$ cat src/hdl/ahclp_pkg.sv
// Package for the ASCII-hex CAN line parser: constants, result and control types,
// and the hex digit decoder. No dependencies.
`timescale 1ns / 1ps
`default_nettype none

package ahclp_pkg;

  // Sizing of the frame and the digit store.
  localparam int MAX_DATA_BYTES = 8;
  localparam int NIBBLE_DEPTH   = 24;
  localparam int NIB_IDX_W      = $clog2(NIBBLE_DEPTH);

  // Character codes and fixed values.
  localparam logic [7:0] EOL_RESET     = 8'h0D;
  localparam logic [7:0] PROMPT_CHAR   = 8'h3E;
  localparam logic [7:0] NULL_CHAR     = 8'h00;
  localparam logic [7:0] COUNT_MAX     = 8'hFF;
  localparam logic [7:0] STD_ID_DIGITS = 8'd3;
  localparam logic [7:0] EXT_ID_DIGITS = 8'd8;
  localparam logic [7:0] DATA_DIGITS_MAX = 8'(2 * MAX_DATA_BYTES);

  typedef enum logic [1:0] {
    KIND_FRAME    = 2'd0,
    KIND_CMD      = 2'd1,
    KIND_PROMPT   = 2'd2,
    KIND_OVERLONG = 2'd3
  } kind_t;

  typedef logic [NIBBLE_DEPTH-1:0][3:0] nib_vec_t;

  typedef struct packed {
    kind_t       kind;
    logic        id_extended;
    logic [31:0] frame_id;
    logic [3:0]  data_count;
    logic [63:0] data_bytes;
    logic [7:0]  line_length;
  } result_t;

  // State of the line being collected.
  typedef struct packed {
    logic [7:0] count;
    logic       non_hex;
    logic       odd;
  } line_status_t;

  // Update requested of the line store for one accepted byte.
  typedef struct packed {
    logic       clear;
    logic       append;
    logic       is_hex;
    logic [3:0] nibble;
  } line_ctrl_t;

  // Returns {is_hex, value}.
  function automatic logic [4:0] hex_value(input logic [7:0] c);
    logic [4:0] r;
    r = 5'b0;
    if (c >= 8'h30 && c <= 8'h39) begin
      r = {1'b1, 4'(c - 8'h30)};
    end else if (c >= 8'h41 && c <= 8'h46) begin
      r = {1'b1, 4'(c - 8'h37)};
    end else if (c >= 8'h61 && c <= 8'h66) begin
      r = {1'b1, 4'(c - 8'h57)};
    end
    return r;
  endfunction

endpackage

`default_nettype wire

$ cat src/hdl/ahclp_if.sv
// Handshake channels of the line parser: received bytes and decoded results.
// Depends on ahclp_pkg.
`timescale 1ns / 1ps
`default_nettype none

interface ahclp_byte_if;
  logic       valid;
  logic       ready;
  logic [7:0] rx_byte;

  modport source (output valid, output rx_byte, input ready);
  modport sink (input valid, input rx_byte, output ready);
endinterface

interface ahclp_result_if;
  import ahclp_pkg::*;

  logic        valid;
  logic        ready;
  kind_t       kind;
  logic        id_extended;
  logic [31:0] frame_id;
  logic [3:0]  data_count;
  logic [63:0] data_bytes;
  logic [7:0]  line_length;

  modport source (output valid, output kind, output id_extended, output frame_id,
                  output data_count, output data_bytes, output line_length, input ready);
  modport sink (input valid, input kind, input id_extended, input frame_id,
                input data_count, input data_bytes, input line_length, output ready);
endinterface

`default_nettype wire

$ cat src/hdl/ahclp_line_state.sv
// Line store of the parser: character count, non-hex flag, length parity and
// the per-position hex digit store. Depends on ahclp_pkg.
`timescale 1ns / 1ps
`default_nettype none

module ahclp_line_state (
  input  logic                    clk,
  input  logic                    rst,
  input  logic                    accept,
  input  ahclp_pkg::line_ctrl_t   ctrl,
  output ahclp_pkg::line_status_t status,
  output ahclp_pkg::nib_vec_t     nibbles
);
  import ahclp_pkg::*;

  logic [7:0] count;
  logic       non_hex;
  logic       odd;
  nib_vec_t   store;

  always_ff @(posedge clk) begin
    if (rst) begin
      count   <= 8'd0;
      non_hex <= 1'b0;
      odd     <= 1'b0;
    end else if (accept && ctrl.clear) begin
      count   <= 8'd0;
      non_hex <= 1'b0;
      odd     <= 1'b0;
    end else if (accept && ctrl.append) begin
      if (!ctrl.is_hex) begin
        non_hex <= 1'b1;
      end
      if (count != COUNT_MAX) begin
        count <= count + 8'd1;
      end
      odd <= !odd;
    end
  end

  // The digit store is undefined until written; only positions written earlier in
  // the current line are ever used.
  always_ff @(posedge clk) begin
    if (accept && ctrl.append && ctrl.is_hex && (count < 8'(NIBBLE_DEPTH))) begin
      store[count[NIB_IDX_W-1:0]] <= ctrl.nibble;
    end
  end

  assign status  = '{count: count, non_hex: non_hex, odd: odd};
  assign nibbles = store;

endmodule

`default_nettype wire

$ cat src/hdl/ahclp_decode.sv
// Decoder of the parser: classifies one byte against the current line and builds
// the result and the store update. Depends on ahclp_pkg.
`timescale 1ns / 1ps
`default_nettype none

module ahclp_decode (
  input  logic [7:0]              rx_byte,
  input  logic [7:0]              eol_char,
  input  ahclp_pkg::line_status_t status,
  input  ahclp_pkg::nib_vec_t     nibbles,
  output logic                    has_result,
  output ahclp_pkg::result_t      result,
  output ahclp_pkg::line_ctrl_t   ctrl
);
  import ahclp_pkg::*;

  logic        is_null;
  logic        is_eol;
  logic        is_prompt;
  logic [4:0]  hex;
  logic [7:0]  id_digits;
  logic [7:0]  data_digits;
  logic [3:0]  byte_count;
  logic        overlong;
  logic [31:0] fid_std;
  logic [31:0] fid_ext;
  logic [63:0] data_std;
  logic [63:0] data_ext;
  logic [63:0] data_sel;

  function automatic logic [3:0] nib(input nib_vec_t v, input int pos);
    return (pos < NIBBLE_DEPTH) ? v[pos] : 4'h0;
  endfunction

  assign is_null   = (rx_byte == NULL_CHAR);
  assign is_eol    = !is_null && (rx_byte == eol_char);
  assign is_prompt = !is_null && !is_eol && (status.count == 8'd0) && (rx_byte == PROMPT_CHAR);
  assign hex       = hex_value(rx_byte);

  assign ctrl.clear  = is_eol || is_prompt;
  assign ctrl.append = !is_null && !is_eol && !is_prompt;
  assign ctrl.is_hex = hex[4];
  assign ctrl.nibble = hex[3:0];

  assign id_digits   = status.odd ? STD_ID_DIGITS : EXT_ID_DIGITS;
  assign data_digits = status.count - id_digits;
  assign overlong    = (status.count == COUNT_MAX) || (data_digits > DATA_DIGITS_MAX);
  assign byte_count  = data_digits[4:1];

  always_comb begin
    fid_std = {20'b0, nib(nibbles, 0), nib(nibbles, 1), nib(nibbles, 2)};
    fid_ext = '0;
    for (int i = 0; i < 8; i++) begin
      fid_ext[31-4*i -: 4] = nib(nibbles, i);
    end
  end

  // Data bytes at both identifier lengths; bytes past the frame's count are zero.
  always_comb begin
    data_std = '0;
    data_ext = '0;
    for (int i = 0; i < MAX_DATA_BYTES; i++) begin
      data_std[8*i +: 8] = {nib(nibbles, 3 + 2*i), nib(nibbles, 4 + 2*i)};
      data_ext[8*i +: 8] = {nib(nibbles, 8 + 2*i), nib(nibbles, 9 + 2*i)};
    end
    data_sel = status.odd ? data_std : data_ext;
    for (int i = 0; i < 8; i++) begin
      if (4'(i) >= byte_count) begin
        data_sel[8*i +: 8] = 8'h00;
      end
    end
  end

  always_comb begin
    result     = '0;
    has_result = 1'b0;
    if (is_prompt) begin
      has_result  = 1'b1;
      result.kind = KIND_PROMPT;
    end else if (is_eol && (status.count != 8'd0)) begin
      has_result         = 1'b1;
      result.line_length = status.count;
      if (status.non_hex || (status.count < id_digits)) begin
        result.kind = KIND_CMD;
      end else begin
        result.id_extended = !status.odd;
        result.frame_id    = status.odd ? fid_std : fid_ext;
        if (overlong) begin
          result.kind = KIND_OVERLONG;
        end else begin
          result.kind       = KIND_FRAME;
          result.data_count = byte_count;
          result.data_bytes = data_sel;
        end
      end
    end
  end

endmodule

`default_nettype wire

$ cat src/hdl/ascii_hex_can_line_parser_top.sv
// Top level of the ASCII-hex CAN line parser: configuration register, line store,
// decoder and result register. Depends on ahclp_pkg, ahclp_if, ahclp_line_state, ahclp_decode.
`timescale 1ns / 1ps
`default_nettype none

// The parser takes one received character per request on rx and turns each line
// into at most one result request on res. Null characters are dropped. A line closed
// by the end-of-line character (cfg register, 13 after reset) that holds only hex
// digits becomes a frame: odd length gives a three-digit standard identifier, even
// length an eight-digit extended one, and the digit pairs that follow are data bytes,
// first byte in bits 7:0. A line with any other character, or a hex line shorter than
// its identifier, is reported as a command response with its length only; a hex line
// with more than eight data bytes is reported as overlong. A '>' at the start of a
// line reports the prompt immediately. The decode runs from the line store straight
// into the result register, so a new character is taken in every cycle unless that
// register holds a result that the sink has not yet taken. Results leave in the cycle
// after the character that caused them. The configuration register must only be
// written while no character is being processed and no result is waiting.
module ascii_hex_can_line_parser_top (
  input  logic       clk,
  input  logic       rst,
  input  logic       cfg_wr_en,
  input  logic [7:0] cfg_wr_data,
  ahclp_byte_if.sink     rx,
  ahclp_result_if.source res
);
  import ahclp_pkg::*;

  logic [7:0]   eol_reg;
  logic         accept;
  logic         has_result;
  result_t      result;
  result_t      res_data;
  logic         res_valid;
  line_ctrl_t   ctrl;
  line_status_t status;
  nib_vec_t     nibbles;

  // End-of-line character register.
  always_ff @(posedge clk) begin
    if (rst) begin
      eol_reg <= EOL_RESET;
    end else if (cfg_wr_en) begin
      eol_reg <= cfg_wr_data;
    end
  end

  // A character is taken whenever the result register is free or being emptied.
  assign rx.ready = !res_valid || res.ready;
  assign accept   = rx.valid && rx.ready;

  ahclp_line_state u_line_state (
    .clk     (clk),
    .rst     (rst),
    .accept  (accept),
    .ctrl    (ctrl),
    .status  (status),
    .nibbles (nibbles)
  );

  ahclp_decode u_decode (
    .rx_byte    (rx.rx_byte),
    .eol_char   (eol_reg),
    .status     (status),
    .nibbles    (nibbles),
    .has_result (has_result),
    .result     (result),
    .ctrl       (ctrl)
  );

  // Result register: loaded by a character that closes a line or shows the prompt.
  always_ff @(posedge clk) begin
    if (rst) begin
      res_valid <= 1'b0;
    end else if (accept && has_result) begin
      res_valid <= 1'b1;
    end else if (res.ready) begin
      res_valid <= 1'b0;
    end
  end

  always_ff @(posedge clk) begin
    if (accept && has_result) begin
      res_data <= result;
    end
  end

  assign res.valid       = res_valid;
  assign res.kind        = res_data.kind;
  assign res.id_extended = res_data.id_extended;
  assign res.frame_id    = res_data.frame_id;
  assign res.data_count  = res_data.data_count;
  assign res.data_bytes  = res_data.data_bytes;
  assign res.line_length = res_data.line_length;

`ifndef SYNTH
  // A null character leaves the line exactly as it was.
  a_null_keeps_line: assert property (@(posedge clk) disable iff (rst)
    (accept && (rx.rx_byte == NULL_CHAR)) |=> $stable(status))
    else $error("null character changed the line state");

  // Closing a line or reporting the prompt starts an empty line.
  a_clear_empties: assert property (@(posedge clk) disable iff (rst)
    (accept && ctrl.clear) |=> (status.count == 8'd0 && !status.non_hex && !status.odd))
    else $error("line not emptied after it was closed");

  // A prompt report carries nothing but its kind.
  a_prompt_clean: assert property (@(posedge clk) disable iff (rst)
    (res_valid && (res_data.kind == KIND_PROMPT)) |->
      (res_data.frame_id == 32'd0 && res_data.line_length == 8'd0 &&
       res_data.data_count == 4'd0 && res_data.data_bytes == 64'd0))
    else $error("prompt report carries stray fields");

  // A frame never claims more data bytes than it can carry.
  a_frame_count: assert property (@(posedge clk) disable iff (rst)
    (res_valid && (res_data.kind == KIND_FRAME)) |->
      (res_data.data_count <= 4'(MAX_DATA_BYTES)))
    else $error("frame data count out of range");
`endif

endmodule

`default_nettype wire
$ cat src/flat_wrapper.sv
// flat-port wrapper written by rule: the top's interface ports become plain ports
module ascii_hex_can_line_parser_top_flat import ahclp_pkg::*;
  (clk, rst, cfg_wr_en, cfg_wr_data, rx_valid, rx_rx_byte, rx_ready, res_valid, res_kind, res_id_extended, res_frame_id, res_data_count, res_data_bytes, res_line_length, res_ready);
  ahclp_byte_if rx_i ();
  ahclp_result_if res_i ();
  input  logic clk;
  input  logic rst;
  input  logic cfg_wr_en;
  input  logic [7:0] cfg_wr_data;
  input wire logic [$bits(rx_i.valid)-1:0] rx_valid;
  input wire logic [$bits(rx_i.rx_byte)-1:0] rx_rx_byte;
  output wire logic [$bits(rx_i.ready)-1:0] rx_ready;
  output wire logic [$bits(res_i.valid)-1:0] res_valid;
  output wire logic [$bits(res_i.kind)-1:0] res_kind;
  output wire logic [$bits(res_i.id_extended)-1:0] res_id_extended;
  output wire logic [$bits(res_i.frame_id)-1:0] res_frame_id;
  output wire logic [$bits(res_i.data_count)-1:0] res_data_count;
  output wire logic [$bits(res_i.data_bytes)-1:0] res_data_bytes;
  output wire logic [$bits(res_i.line_length)-1:0] res_line_length;
  input wire logic [$bits(res_i.ready)-1:0] res_ready;
  assign rx_i.valid = rx_valid;
  assign rx_i.rx_byte = rx_rx_byte;
  assign rx_ready = rx_i.ready;
  assign res_valid = res_i.valid;
  assign res_kind = res_i.kind;
  assign res_id_extended = res_i.id_extended;
  assign res_frame_id = res_i.frame_id;
  assign res_data_count = res_i.data_count;
  assign res_data_bytes = res_i.data_bytes;
  assign res_line_length = res_i.line_length;
  assign res_i.ready = res_ready;
  ascii_hex_can_line_parser_top u_core (.clk(clk), .rst(rst), .cfg_wr_en(cfg_wr_en), .cfg_wr_data(cfg_wr_data), .rx(rx_i), .res(res_i));
endmodule
$ cat config.mk
export PLATFORM = sky130hd
export DESIGN_NAME = ascii_hex_can_line_parser_top_flat
export DESIGN_NICKNAME = d
export VERILOG_FILES = /design/src/hdl/ahclp_pkg.sv /design/src/hdl/ahclp_if.sv /design/src/hdl/ahclp_line_state.sv /design/src/hdl/ahclp_decode.sv /design/src/hdl/ascii_hex_can_line_parser_top.sv /design/src/flat_wrapper.sv
export SDC_FILE = /design/constraint.sdc
export NUM_CORES = 1
export LEC_CHECK = 0
export ABC_CLOCK_PERIOD_IN_PS = 13400
export BUFFER_PORTS_ARGS = -buffer_cell sky130_fd_sc_hd__buf_2
export CORE_AREA = 2 2 170 131
export CTS_CLUSTER_SIZE = 16
export DETAILED_ROUTE_END_ITERATION = 8
export DIE_AREA = 0 0 172 133
export PLACE_DENSITY = 0.7
export SYNTH_ARGS = -nofsm -noshare
export SYNTH_HDL_FRONTEND = slang
export SYNTH_SLANG_ARGS = --single-unit
$ cat constraint.sdc
create_clock -name clk -period 13.4 [get_ports clk]
set_input_delay 2.68 -clock clk [delete_from_list [all_inputs] [get_ports clk]]
set_output_delay 2.68 -clock clk [all_outputs]
set_load 0.01 [all_outputs]
## Word level (Yosys, flattened, before mapping)

Index checks and enable logic that the tools add are counted.

- Output and inout port bits: 113
- Bits in registers: 226
- Input bits: 21
- Word-level logic and storage cells: 144

- Bitwise gates (word level): 2
- Eq/ne operators: 4
- Reduce and logical (&&, ||, !) cells: 44
- $lt $le $gt $ge: 19
- Multiplexer cells: 26
- Add/sub/neg operators: 5

Operator list:

| kind | number |
|---|---|
| $mux W111 | 1 |
| $mux W101 | 1 |
| $bwmux W96 | 1 |
| $mux W68 | 1 |
| $mux W64 | 1 |
| $mux W8 | 8 |
| $reduce_or A5 Y1 | 8 |
| $mux W32 | 1 |
| $demux W4 S5 | 1 |
| $ge A3 B4 Y1 const A | 4 |
| $ge A8 B7 Y1 const B | 2 |
| $le A8 B7 Y1 const B | 2 |
| $logic_and A1 B1 Y1 | 16 |
| $logic_not A8 Y1 | 2 |
| $mux W5 | 3 |
| $add A8 B1 Y8 const B | 1 |
| $eq A8 B6 Y1 const B | 1 |
| $eq A8 B8 Y1 | 1 |
| $eq A8 B8 Y1 const B | 1 |
| $ge A1 B4 Y1 const A | 2 |
| $ge A2 B4 Y1 const A | 2 |
| $ge A8 B6 Y1 const B | 1 |
| $gt A8 B5 Y1 const B | 1 |
| $le A8 B6 Y1 const B | 1 |
| 20 further kinds | 37 |

## Depth between registers and ports, before layout

Gate-level depths: netlist of the first run.

- Depth after elaboration: 12
- Depth in mapped cells: 14
- Depth with buffers taken out: 10

## Cells and area by module

Synthesis of the first run repeated with hierarchy kept, for this count alone.

- Cells, all modules: 671
- Area, all modules: 9619.2 um^2

By module, submodules not included:

| module | cells each | area each (um^2) | sequential area each (um^2) | instances |
|---|---|---|---|---|
| ascii_hex_can_line_parser_top | 143 | 3677.3 | 3513.4 | 1 |
| ahclp_line_state | 200 | 3667.3 | 3083.0 | 1 |
| ahclp_decode | 328 | 2274.7 | 0.0 | 1 |

## Worst setup path before layout of the first run

Ideal clock, no wire load.

- Path kind: input to register
- Start point: input rx_rx_byte[6]
- End point: register u_core.res_data, in the netlist u_core.res.data_bytes[0], enable pin
- Cell stages on the path: 6
- Arrival: 8.892 ns
- Slack: 3.891 ns
- Setup time: 0.618 ns
- Buffers on the path: 1
- Required time: 12.782 ns
- Path through: xor2_1 -> nor4_2 -> and3_1 -> buf_6 -> nand2_1 -> a21oi_1

- Longest elaborated chain between the ends: 9
- Elaborated cells between the ends (all ways): 13
- Classes of those cells: eq/ne (2); mux (2); reduce/logical (9)

RTL lines:

| item | line | source |
|---|---|---|
| start: declaration | flat_wrapper.sv:11 | `input wire logic [$bits(rx_i.rx_byte)-1:0] rx_rx_byte;` |
| $logic_not A8 Y1 | ahclp_decode.sv:35 | `assign is_null = (rx_byte == NULL_CHAR);` |
| $logic_not A1 Y1 | ahclp_decode.sv:36, ahclp_decode.sv:37 |  |
| $logic_and A1 B1 Y1 | ahclp_decode.sv:36 | `assign is_eol = !is_null && (rx_byte == eol_char);` |
| $logic_not A1 Y1 | ahclp_decode.sv:37 | `assign is_prompt = !is_null && !is_eol && (status.count == 8'd0) && (rx_byte == PROMPT_CHAR);` |
| $logic_and A1 B1 Y1 (3 in a row) | ahclp_decode.sv:37 |  |
| $mux W1 * | ahclp_decode.sv:77 | `if (is_prompt) begin` |
| $logic_and A1 B1 Y1 * | ascii_hex_can_line_parser_top.sv:83 | `if (accept && has_result) begin` |
| end signal: assignment | ascii_hex_can_line_parser_top.sv:84 | `res_data <= result;` |
| end: declaration | ascii_hex_can_line_parser_top.sv:33 | `result_t res_data;` |

Mark *: on every way between the ends. The rest lies on a longest branch, timed or not.
A chain may end at the register's enable or synchronous reset.

## Worst setup path in the final report of the first run

- Start point: input res_ready
- End point: output rx_ready

- Longest elaborated chain between the ends: 1

RTL lines:

| item | line | source |
|---|---|---|
| start: declaration | flat_wrapper.sv:20 | `input wire logic [$bits(res_i.ready)-1:0] res_ready;` |
| $logic_or A1 B1 Y1 | ascii_hex_can_line_parser_top.sv:49 | `assign rx.ready = !res_valid \|\| res.ready;` |
| end: declaration | flat_wrapper.sv:12 | `output wire logic [$bits(rx_i.ready)-1:0] rx_ready;` |

Every way passes these cells.

==> metrics.md, run 1 <==
| Metric | Value |
|---|---|
| Status | finished, final reports clean |
| Pwr dens | 133 nW/µm² |
| Reg-to-reg endpoint | u_core.res.kind[1] |
| Post-Route WL | 19900 µm |
| Total number of vias | 5569 |
| DRC | 0 |
| Post-synth EDFFs | 207 |
| Hold_buf cts | 0 |
| Layout Cells excl Fill | 1082 |
| Fin. max-slew vios | 0 |
| Post-synthesis cell count | 640 |
| Min-Delay Endpoint | u_core.u_line_state.non_hex |
| Die area | 22900 µm² |
| Commonest non-fill, non-tap cells in the layout | edfxtp_1, buf_2, mux2i_1 |
| Syn_area_per_cell | 14.6 µm² |
| Time the worst path needs with I/O delays and setup | 5790 ps |
| Num CTS Buffers | 23 |
| #FFs+latches synth | 226 |
| Largest net degree at the start of global routing | 70 |
| Final antenna-violating net count | 0 |
| Post-synth cell types | 50 |
| Worst hold start | u_core.u_line_state.non_hex |
| Period utilization | 0.432 |
| Worst path slowest cell | nand2b_1 |
| Hold depth | 2 |
| Fmax achieved | 173 MHz |
| Layout Utilization | 0.517 |
| Worst Reg-to-Reg Cells | 8 |
| # Post-CTS Setup Buffers | 0 |
| R2r setup slk | 9400 ps |
| Gpl congestion | 0.801 |
| Final Cell Area | 11100 µm² |
| CP max stage delay | 180 ps |
| Synth Flop Type | edfxtp_1 |
| Worst-path clk slew | 60 ps |
| GRT Total Usage | 0.174 |
| Synth Warn # | 0 |
| Final WS setup | 7610 ps |
| Die span in x | 172 µm |
| Power Internal | 1.15 mW |
| Setup violations, final | 0 |
| Drt pass-1 iters | 5 |
| Initial antenna violation count | 0 |
| Nets@finish | 807 |
| Part of the power in registers | 0.524 |
| Worst skew pair latency | 510 ps |
| Slew @ Worst Pin | 1090 ps |
| # diodes | 0 |
| Via density | 5.15 |
| Max-slew headroom | 0.272 |
| Most common cell after layout, fill and taps aside | edfxtp_1 |
| Num rows | 47 |
| Area Growth Syn to Fin | 18.0% |
| Max clock buf depth | 3 |
| Register area share after synthesis | 0.704 |
| Comb pwr share | 0.058 |
| Synthesized net count | 674 |
| Number of I/O pins | 134 |
| Port bufs | 133 |
| Buf/Inv on CP | 2 |
| Hold WS | 497 ps |
| CP Launch Type | primary input |
| First-pass GRT wire length | 30600 µm |
| Starting Density | 0.438 |
| Switch share | 0.215 |
| Worst path cell trace | buf_2 -> nand2b_1 -> buf_2 |
| Post-Place Setup Slack | 7560 ps |
| H-Tree Level Count | 1 |
| Critical path's top delay family | buffers and inverters |
| Routed WL per cell | 18.4 µm |
| RSZ-0062 raised after global routing | no |
| Root Buffer Master | clkbuf_16 |
| Worst hold path class | flop to flop |
| TNS Setup | 0 ps |
| Worst Path Class, Setup | primary input to output pin |
| Fin. Hold Viols | 0 |
| Syn Std Cell Area | 9380 µm² |
| Worst Path Required | 10720 ps |
| Critical path endpoint category | output pin |
| Worst Skew | 13.9 ps |
| Crit path top cell by count | buf_2 |
| P_leak | 3.79 nW |
| Post-synth ARST share | 0 |
| Arrival time worst endpoint | 3110 ps |
| Share of cells above drive strength 1 | 0.245 |
| # placed instances | 1042 |
| Peak supply drop | 0.0800 mV |
| Core Area | 21400 µm² |
| Clock Power Share | 0.417 |
| Post-CTS sizing | 0 |
| P_sw | 316 µW |
| Die H | 133 µm |
| CTS Sinks | 226 |
| Vias in the first global route | 5432 |
| Overflow after GRT | 0 |
| CTS tree | built |
| Design Power | 1.47 mW |
| Placed Area | 10300 µm² |
| Hpwl dp | 13300 µm |
| Max reg flops | 96 |
| Drt first-iter violations | 573 |
| Crit-path max FO | 4 |
| Crit Reg-Reg Startpoint | u_core.u_line_state.count[0] |
| Number of max-cap violations | 0 |
## cells by family after synthesis
group / share of synthesized area
AOI/OAI and AO/OA: 0.0234
xor gates and xnor gates: 0.0196
adders and majority gates: 0.0181
buffers and inverters: 0.0207
DFF: 0.704
muxes: 0.0865
and+or+nand+nor: 0.128
## cell type report
class | count | area, µm²
Sequential cell | 226 | 6600
Multi-Input combinational cell | 373 | 2610
Inverter | 8 | 30.0
Tap cell | 294 | 368
Timing Repair Buffer | 141 | 726
Clock inverter | 13 | 135
Fill cell | 1847 | 10300
Clock buffer | 27 | 591
## power groups by stage
stage / logic (mW) / registers, mW / clock network [mW]
6_report: 0.0858 / 0.771 / 0.613
5_1_grt: 0.0931 / 0.771 / 0.652
4_1_cts: 0.0852 / 0.771 / 0.626
3_5_place_dp: 0.0848 / 0.786 / 0
3_3_place_gp: 0.0844 / 0.786 / 0
2_1_floorplan: 0.0634 / 0.783 / 0
## layer usage
metal	GRT usage	wire, µm	vias to the layer above	share of wire
li1	-	-	2663	-
met4	0.0331	357	0	0.018
met2	0.259	8790	205	0.44
met1	0.265	9260	2667	0.47
met5	0	0	-	0
met3	0.0374	1480	34	0.074
## synth_stat cells, drive strengths merged, types with 6 or more instances
master / instances / share of area
edfxtp: 207 / 0.66
ha: 12 / 0.016
clkbuf: 19 / 0.0076
nand2: 20 / 0.0080
and3: 11 / 0.0073
and2: 22 / 0.015
nand3: 9 / 0.0061
buf: 14 / 0.0099
mux2i: 81 / 0.086
inv: 8 / 0.0032
a21oi: 9 / 0.0048
xor2: 15 / 0.014
nor2: 61 / 0.024
xnor2: 6 / 0.0056
nor4: 7 / 0.0060
dfxtp: 19 / 0.041
nor3: 75 / 0.044
## worst max path at each step
| stage | startpoint | end | cells past startpoint |
|---|---|---|---|
| final | res_ready | rx_ready | 3 |
| after global routing | res_ready | rx_ready | 3 |
| after CTS | res_ready | rx_ready | 3 |
| after detailed placement | rx_rx_byte[6] | u_core.res.frame_id[7] | 7 |
| after global placement | res_ready | rx_ready | 3 |
| after floorplan | rx_rx_byte[6] | u_core.res.data_bytes[0] | 6 |
## tightest hold or removal path: cells and delay by family (launching register included)
family / cells / cell delay, ps
AOI/OAI and AO/OA: 1 / 40
DFF: 1 / 330
and+or+nand+nor: 1 / 80
No activity file was read; power rests on OpenSTA's default activity.
==> inputs of run 2 (changes only) <==
Settings changed: ABC_CLOCK_PERIOD_IN_PS 13400 to 5200, PLACE_DENSITY 0.7 to 0.73.
Clock period 13.4 ns to 5.2 ns, I/O delays scaled along.
==> metrics.md, run 2 (synthesis results as in run 1) <==
| Metric | Value |
|---|---|
| Status | finished, final reports clean |
| Crit-path max FO | 68 |
| R2r setup slk | 1310 ps |
| Hold_buf cts | 0 |
| Crit path to | u_core.res.data_bytes[32] |
| CTS tree | built |
| Total number of vias | 5594 |
| Buf/Inv on CP | 1 |
| Die H | 133 µm |
| Commonest non-fill, non-tap cells in the layout | edfxtp_1, buf_2, mux2i_1 |
| Num rows | 47 |
| Worst path cell trace | inv_1 -> ha_1 -> nor2b_1 -> o31a_1 -> o31a_1 -> nor3_1 -> nand4bb_4 -> nor3_1 |
| # Post-CTS Setup Buffers | 0 |
| # placed instances | 1042 |
| Share of cells above drive strength 1 | 0.242 |
| Max-slew headroom | 0.273 |
| Arrival time worst endpoint | 4180 ps |
| Gpl congestion | 0.817 |
| TNS Setup | 0 ps |
| Worst Path Class, Setup | flop to flop |
| Initial antenna violation count | 0 |
| Most common cell after layout, fill and taps aside | edfxtp_1 |
| First-pass GRT wire length | 30100 µm |
| Setup crit start | u_core.u_line_state.odd |
| Max clock buf depth | 3 |
| Setup violations, final | 0 |
| CP Launch Type | flop |
| Starting Density | 0.438 |
| Root Buffer Master | clkbuf_16 |
| Number of max-cap violations | 0 |
| Nets@finish | 807 |
| Routed WL per cell | 18.2 µm |
| Worst-path clk slew | 60 ps |
| Fin. max-slew vios | 0 |
| Crit path depth | 8 |
| H-Tree Level Count | 1 |
| Drt first-iter violations | 473 |
| Post-CTS sizing | 0 |
| CP max stage delay | 890 ps |
| GRT Total Usage | 0.170 |
| Hold depth | 2 |
| Worst hold path class | flop to flop |
| Worst Skew | 10.1 ps |
| Layout Cells excl Fill | 1084 |
| Area Growth Syn to Fin | 18.8% |
| Post-Route WL | 19700 µm |
| Worst path slowest cell | nand4bb_4 |
| Fillers | 1786 |
| Via density | 5.16 |
| Pwr dens | 354 nW/µm² |
| Slew @ Worst Pin | 1090 ps |
| Worst Reg-to-Reg Cells | 8 |
| Vias in the first global route | 5441 |
| Max reg flops | 96 |
| Fmax achieved | 257 MHz |
| CTS Sinks | 226 |
| Reg-to-reg endpoint | u_core.res.data_bytes[32] |
| Port bufs | 133 |
| Worst Path Required | 5490 ps |
| Overflow after GRT | 0 |
| Hpwl dp | 13300 µm |
| Final antenna-violating net count | 0 |
| Drt pass-1 iters | 5 |
| RSZ-0062 raised after global routing | no |
| Die area | 22900 µm² |
| Fin. Hold Viols | 0 |
| Core Area | 21400 µm² |
| Period utilization | 0.747 |
| Peak supply drop | 0.208 mV |
| DRC | 0 |
| Design Power | 3.94 mW |
| P_leak | 3.83 nW |
| Die span in x | 172 µm |
| Crit Reg-Reg Startpoint | u_core.u_line_state.odd |
| Num CTS Buffers | 23 |
| Critical path's top delay family | simple AND/OR/NAND/NOR gates |
| # diodes | 0 |
| Worst skew pair latency | 520 ps |
| Time the worst path needs with I/O delays and setup | 3890 ps |
| Critical path endpoint category | flop |
| Largest net degree at the start of global routing | 75 |
| Number of I/O pins | 134 |
[run 2: worst min-delay path by stage]
stage,from,end
2_1_floorplan,u_core.u_line_state.non_hex,u_core.u_line_state.non_hex
3_3_place_gp,u_core.u_line_state.non_hex,u_core.u_line_state.non_hex
3_5_place_dp,u_core.u_line_state.non_hex,u_core.u_line_state.non_hex
4_1_cts,u_core.u_line_state.non_hex,u_core.u_line_state.non_hex
5_1_grt,u_core.u_line_state.non_hex,u_core.u_line_state.non_hex
6_report,u_core.u_line_state.non_hex,u_core.u_line_state.non_hex
[run 2: cell type report]
class | count | area [µm²] | area share
Sequential cell | 226 | 6600 | 0.593
Timing Repair Buffer | 141 | 726 | 0.0652
Inverter | 8 | 30.0 | 0.00270
Clock inverter | 14 | 206 | 0.0185
Tap cell | 294 | 368 | 0.0330
Clock buffer | 28 | 594 | 0.0534
Multi-Input combinational cell | 373 | 2610 | 0.235
[run 2: per-stage QoR]
step	cell area (µm²)	utilization	hold slack [ps]	worst slack [ps]
floorplan	9390	-	438	896
global placement	10300	0.483	461	1180
detailed placement	10300	0.483	466	1120
CTS	11100	0.520	481	1280
global route	11100	0.520	500	1100
finish	11100	0.520	482	1310
[run 2: per-layer routing]
metal,wire length [µm],part of all wire,vias to the layer above,track usage
met5,0,0,-,0
met3,1630,0.083,28,0.0410
li1,-,-,2662,-
met2,8990,0.46,220,0.261
met4,297,0.015,0,0.0369
met1,8800,0.45,2684,0.248
[run 2: worst min-delay path, stage by stage (launching register included)]
cell and delay, ps:
dfxtp_1 330, a21oi_1 40, nor2_1 70
[run 2: where the power goes]
part	internal (mW)	leakage [nW]	switching, mW	total, mW
logic	0.0849	1.47	0.128	0.213
registers	1.97	1.97	0.0207	1.99
clock network	1.07	0.386	0.668	1.74
==> inputs of run 3 (changes only) <==
Settings changed: ABC_CLOCK_PERIOD_IN_PS 5200 to 3600, PLACE_DENSITY 0.73 to 0.7.
Clock period 5.2 ns to 3.6 ns, I/O delays scaled along.
==> metrics.md, run 3 (synthesis results as in run 1) <==
| Metric | Value |
|---|---|
| Status | finished, final reports clean |
| Time the worst path needs with I/O delays and setup | 3110 ps |
| Period utilization | 0.864 |
| Drt first-iter violations | 546 |
| Drt pass-1 iters | 5 |
| Fin. Hold Viols | 0 |
| Max clock buf depth | 3 |
| Design Power | 5.66 mW |
| Num CTS Buffers | 22 |
| Worst Path Required | 3980 ps |
| Most common cell after layout, fill and taps aside | edfxtp_1 |
| Worst Reg-to-Reg Cells | 11 |
| CTS Sinks | 226 |
| Nets@finish | 824 |
| Commonest non-fill, non-tap cells in the layout | edfxtp_1, buf_2, mux2i_1 |
| Fin. max-slew vios | 0 |
| DRC | 0 |
| Arrival time worst endpoint | 3490 ps |
| Initial antenna violation count | 0 |
| Reg-to-reg endpoint | u_core.res.frame_id[23] |
| GRT Total Usage | 0.175 |
| Worst-path clk slew | 60 ps |
| Post-Place Setup Slack | 243 ps |
| Number of I/O pins | 134 |
| Post-Route WL | 20200 µm |
| Worst hold path class | primary input to flop |
| # placed instances | 1060 |
| Vias in the first global route | 5457 |
| Core Area | 21400 µm² |
| Starting Density | 0.438 |
| Die area | 22900 µm² |
| Crit Reg-Reg Startpoint | u_core.u_line_state.count[0] |
| Share of cells above drive strength 1 | 0.262 |
| Peak supply drop | 0.331 mV |
| Via density | 5.16 |
| Number of max-cap violations | 0 |
| Pwr dens | 501 nW/µm² |
| Hold WS | 428 ps |
| Post-CTS sizing | 0 |
| Overflow after GRT | 0 |
| Final WS setup | 488 ps |
| # diodes | 0 |
| TNS Setup | 0 ps |
| Critical path endpoint category | flop |
| First-pass GRT wire length | 30800 µm |
| CP Launch Type | flop |
| CTS tree | built |
| Max-slew headroom | 0.445 |
| Placed Area | 10500 µm² |
| Setup violations, final | 0 |
| Root Buffer Master | clkbuf_16 |
| Hpwl dp | 13400 µm |
| P_leak | 3.92 nW |
| # Post-CTS Setup Buffers | 0 |
| Port bufs | 133 |
| Area Growth Syn to Fin | 20.6% |
| Worst Skew | 16.7 ps |
| Total number of vias | 5674 |
| Layout Cells excl Fill | 1100 |
| Max reg flops | 96 |
| Hold_buf cts | 0 |
| Die span in x | 172 µm |
| Final Cell Area | 11300 µm² |
| Worst skew pair latency | 510 ps |
| Hold depth | 2 |
| H-Tree Level Count | 1 |
| Fmax achieved | 321 MHz |
| Worst hold start | cfg_wr_data[0] |
| Min-Delay Endpoint | u_core.eol_reg[0] |
| Num rows | 47 |
| Largest net degree at the start of global routing | 69 |
| Final antenna-violating net count | 0 |
| Worst Path Class, Setup | flop to flop |
| Crit-path max FO | 15 |
| Gpl congestion | 0.868 |
| Die H | 133 µm |
| R2r setup slk | 490 ps |
| Slew @ Worst Pin | 832 ps |
| Routed WL per cell | 18.4 µm |
| Layout Utilization | 0.528 |
| RSZ-0062 raised after global routing | no |
[run 3: cell count changes in the layout (fill, tap and decap cells not counted), sizes merged]
cell / before / now
clkbuf: 28 / 26
clkinv: 7 / 8
inv: 9 / 8
buf: 141 / 159
[run 3: area by class of cell]
class,instances,area (µm²)
clock buffers,26,566
repair buffers,159,898
clock inverters,14,210
fillers,1804,10100
inverters,8,30.0
flip-flops and latches,226,6600
multi-input cells,373,2640
well taps,294,368
[run 3: where the power goes]
part / switching, mW / total [mW] / internal (mW)
clock network: 0.969 / 2.46 / 1.49
logic: 0.210 / 0.347 / 0.137
registers: 0.0110 / 2.86 / 2.85
[run 3: worst max path at each step]
| stage | startpoint | endpoint | slack [ps] |
|---|---|---|---|
| 2_1_floorplan | rx_rx_byte[0] | u_core.res.data_bytes[0] | -280 |
| 3_3_place_gp | rx_rx_byte[0] | u_core.res.frame_id[18] | 350 |
| 5_1_grt | u_core.u_line_state.count[0] | u_core.res.frame_id[12] | 320 |
| 6_report | u_core.u_line_state.count[0] | u_core.res.frame_id[23] | 490 |
| 4_1_cts | u_core.u_line_state.count[0] | u_core.res.frame_id[23] | 550 |
| 3_5_place_dp | rx_rx_byte[0] | u_core.res.frame_id[23] | 240 |
[run 3: per-layer routing]
layer | routed length, µm | share of wire | global-route usage | up-vias
li1 | - | - | - | 2693
met1 | 9620 | 0.48 | 0.270 | 2750
met2 | 8980 | 0.44 | 0.266 | 207
met3 | 1280 | 0.064 | 0.0269 | 24
met4 | 319 | 0.016 | 0.0350 | 0
met5 | 0 | 0 | 0 | -
[run 3: critical path, stage by stage (launching register included)]
cell and delay, ps:
dfxtp_1 430, inv_2 120, ha_1 190, inv_1 60
fa_1 200, o21a_1 170, nor3_1 60, a21oi_1 350
nand3_4 290, nor2_1 660, buf_4 300, and2_1 150
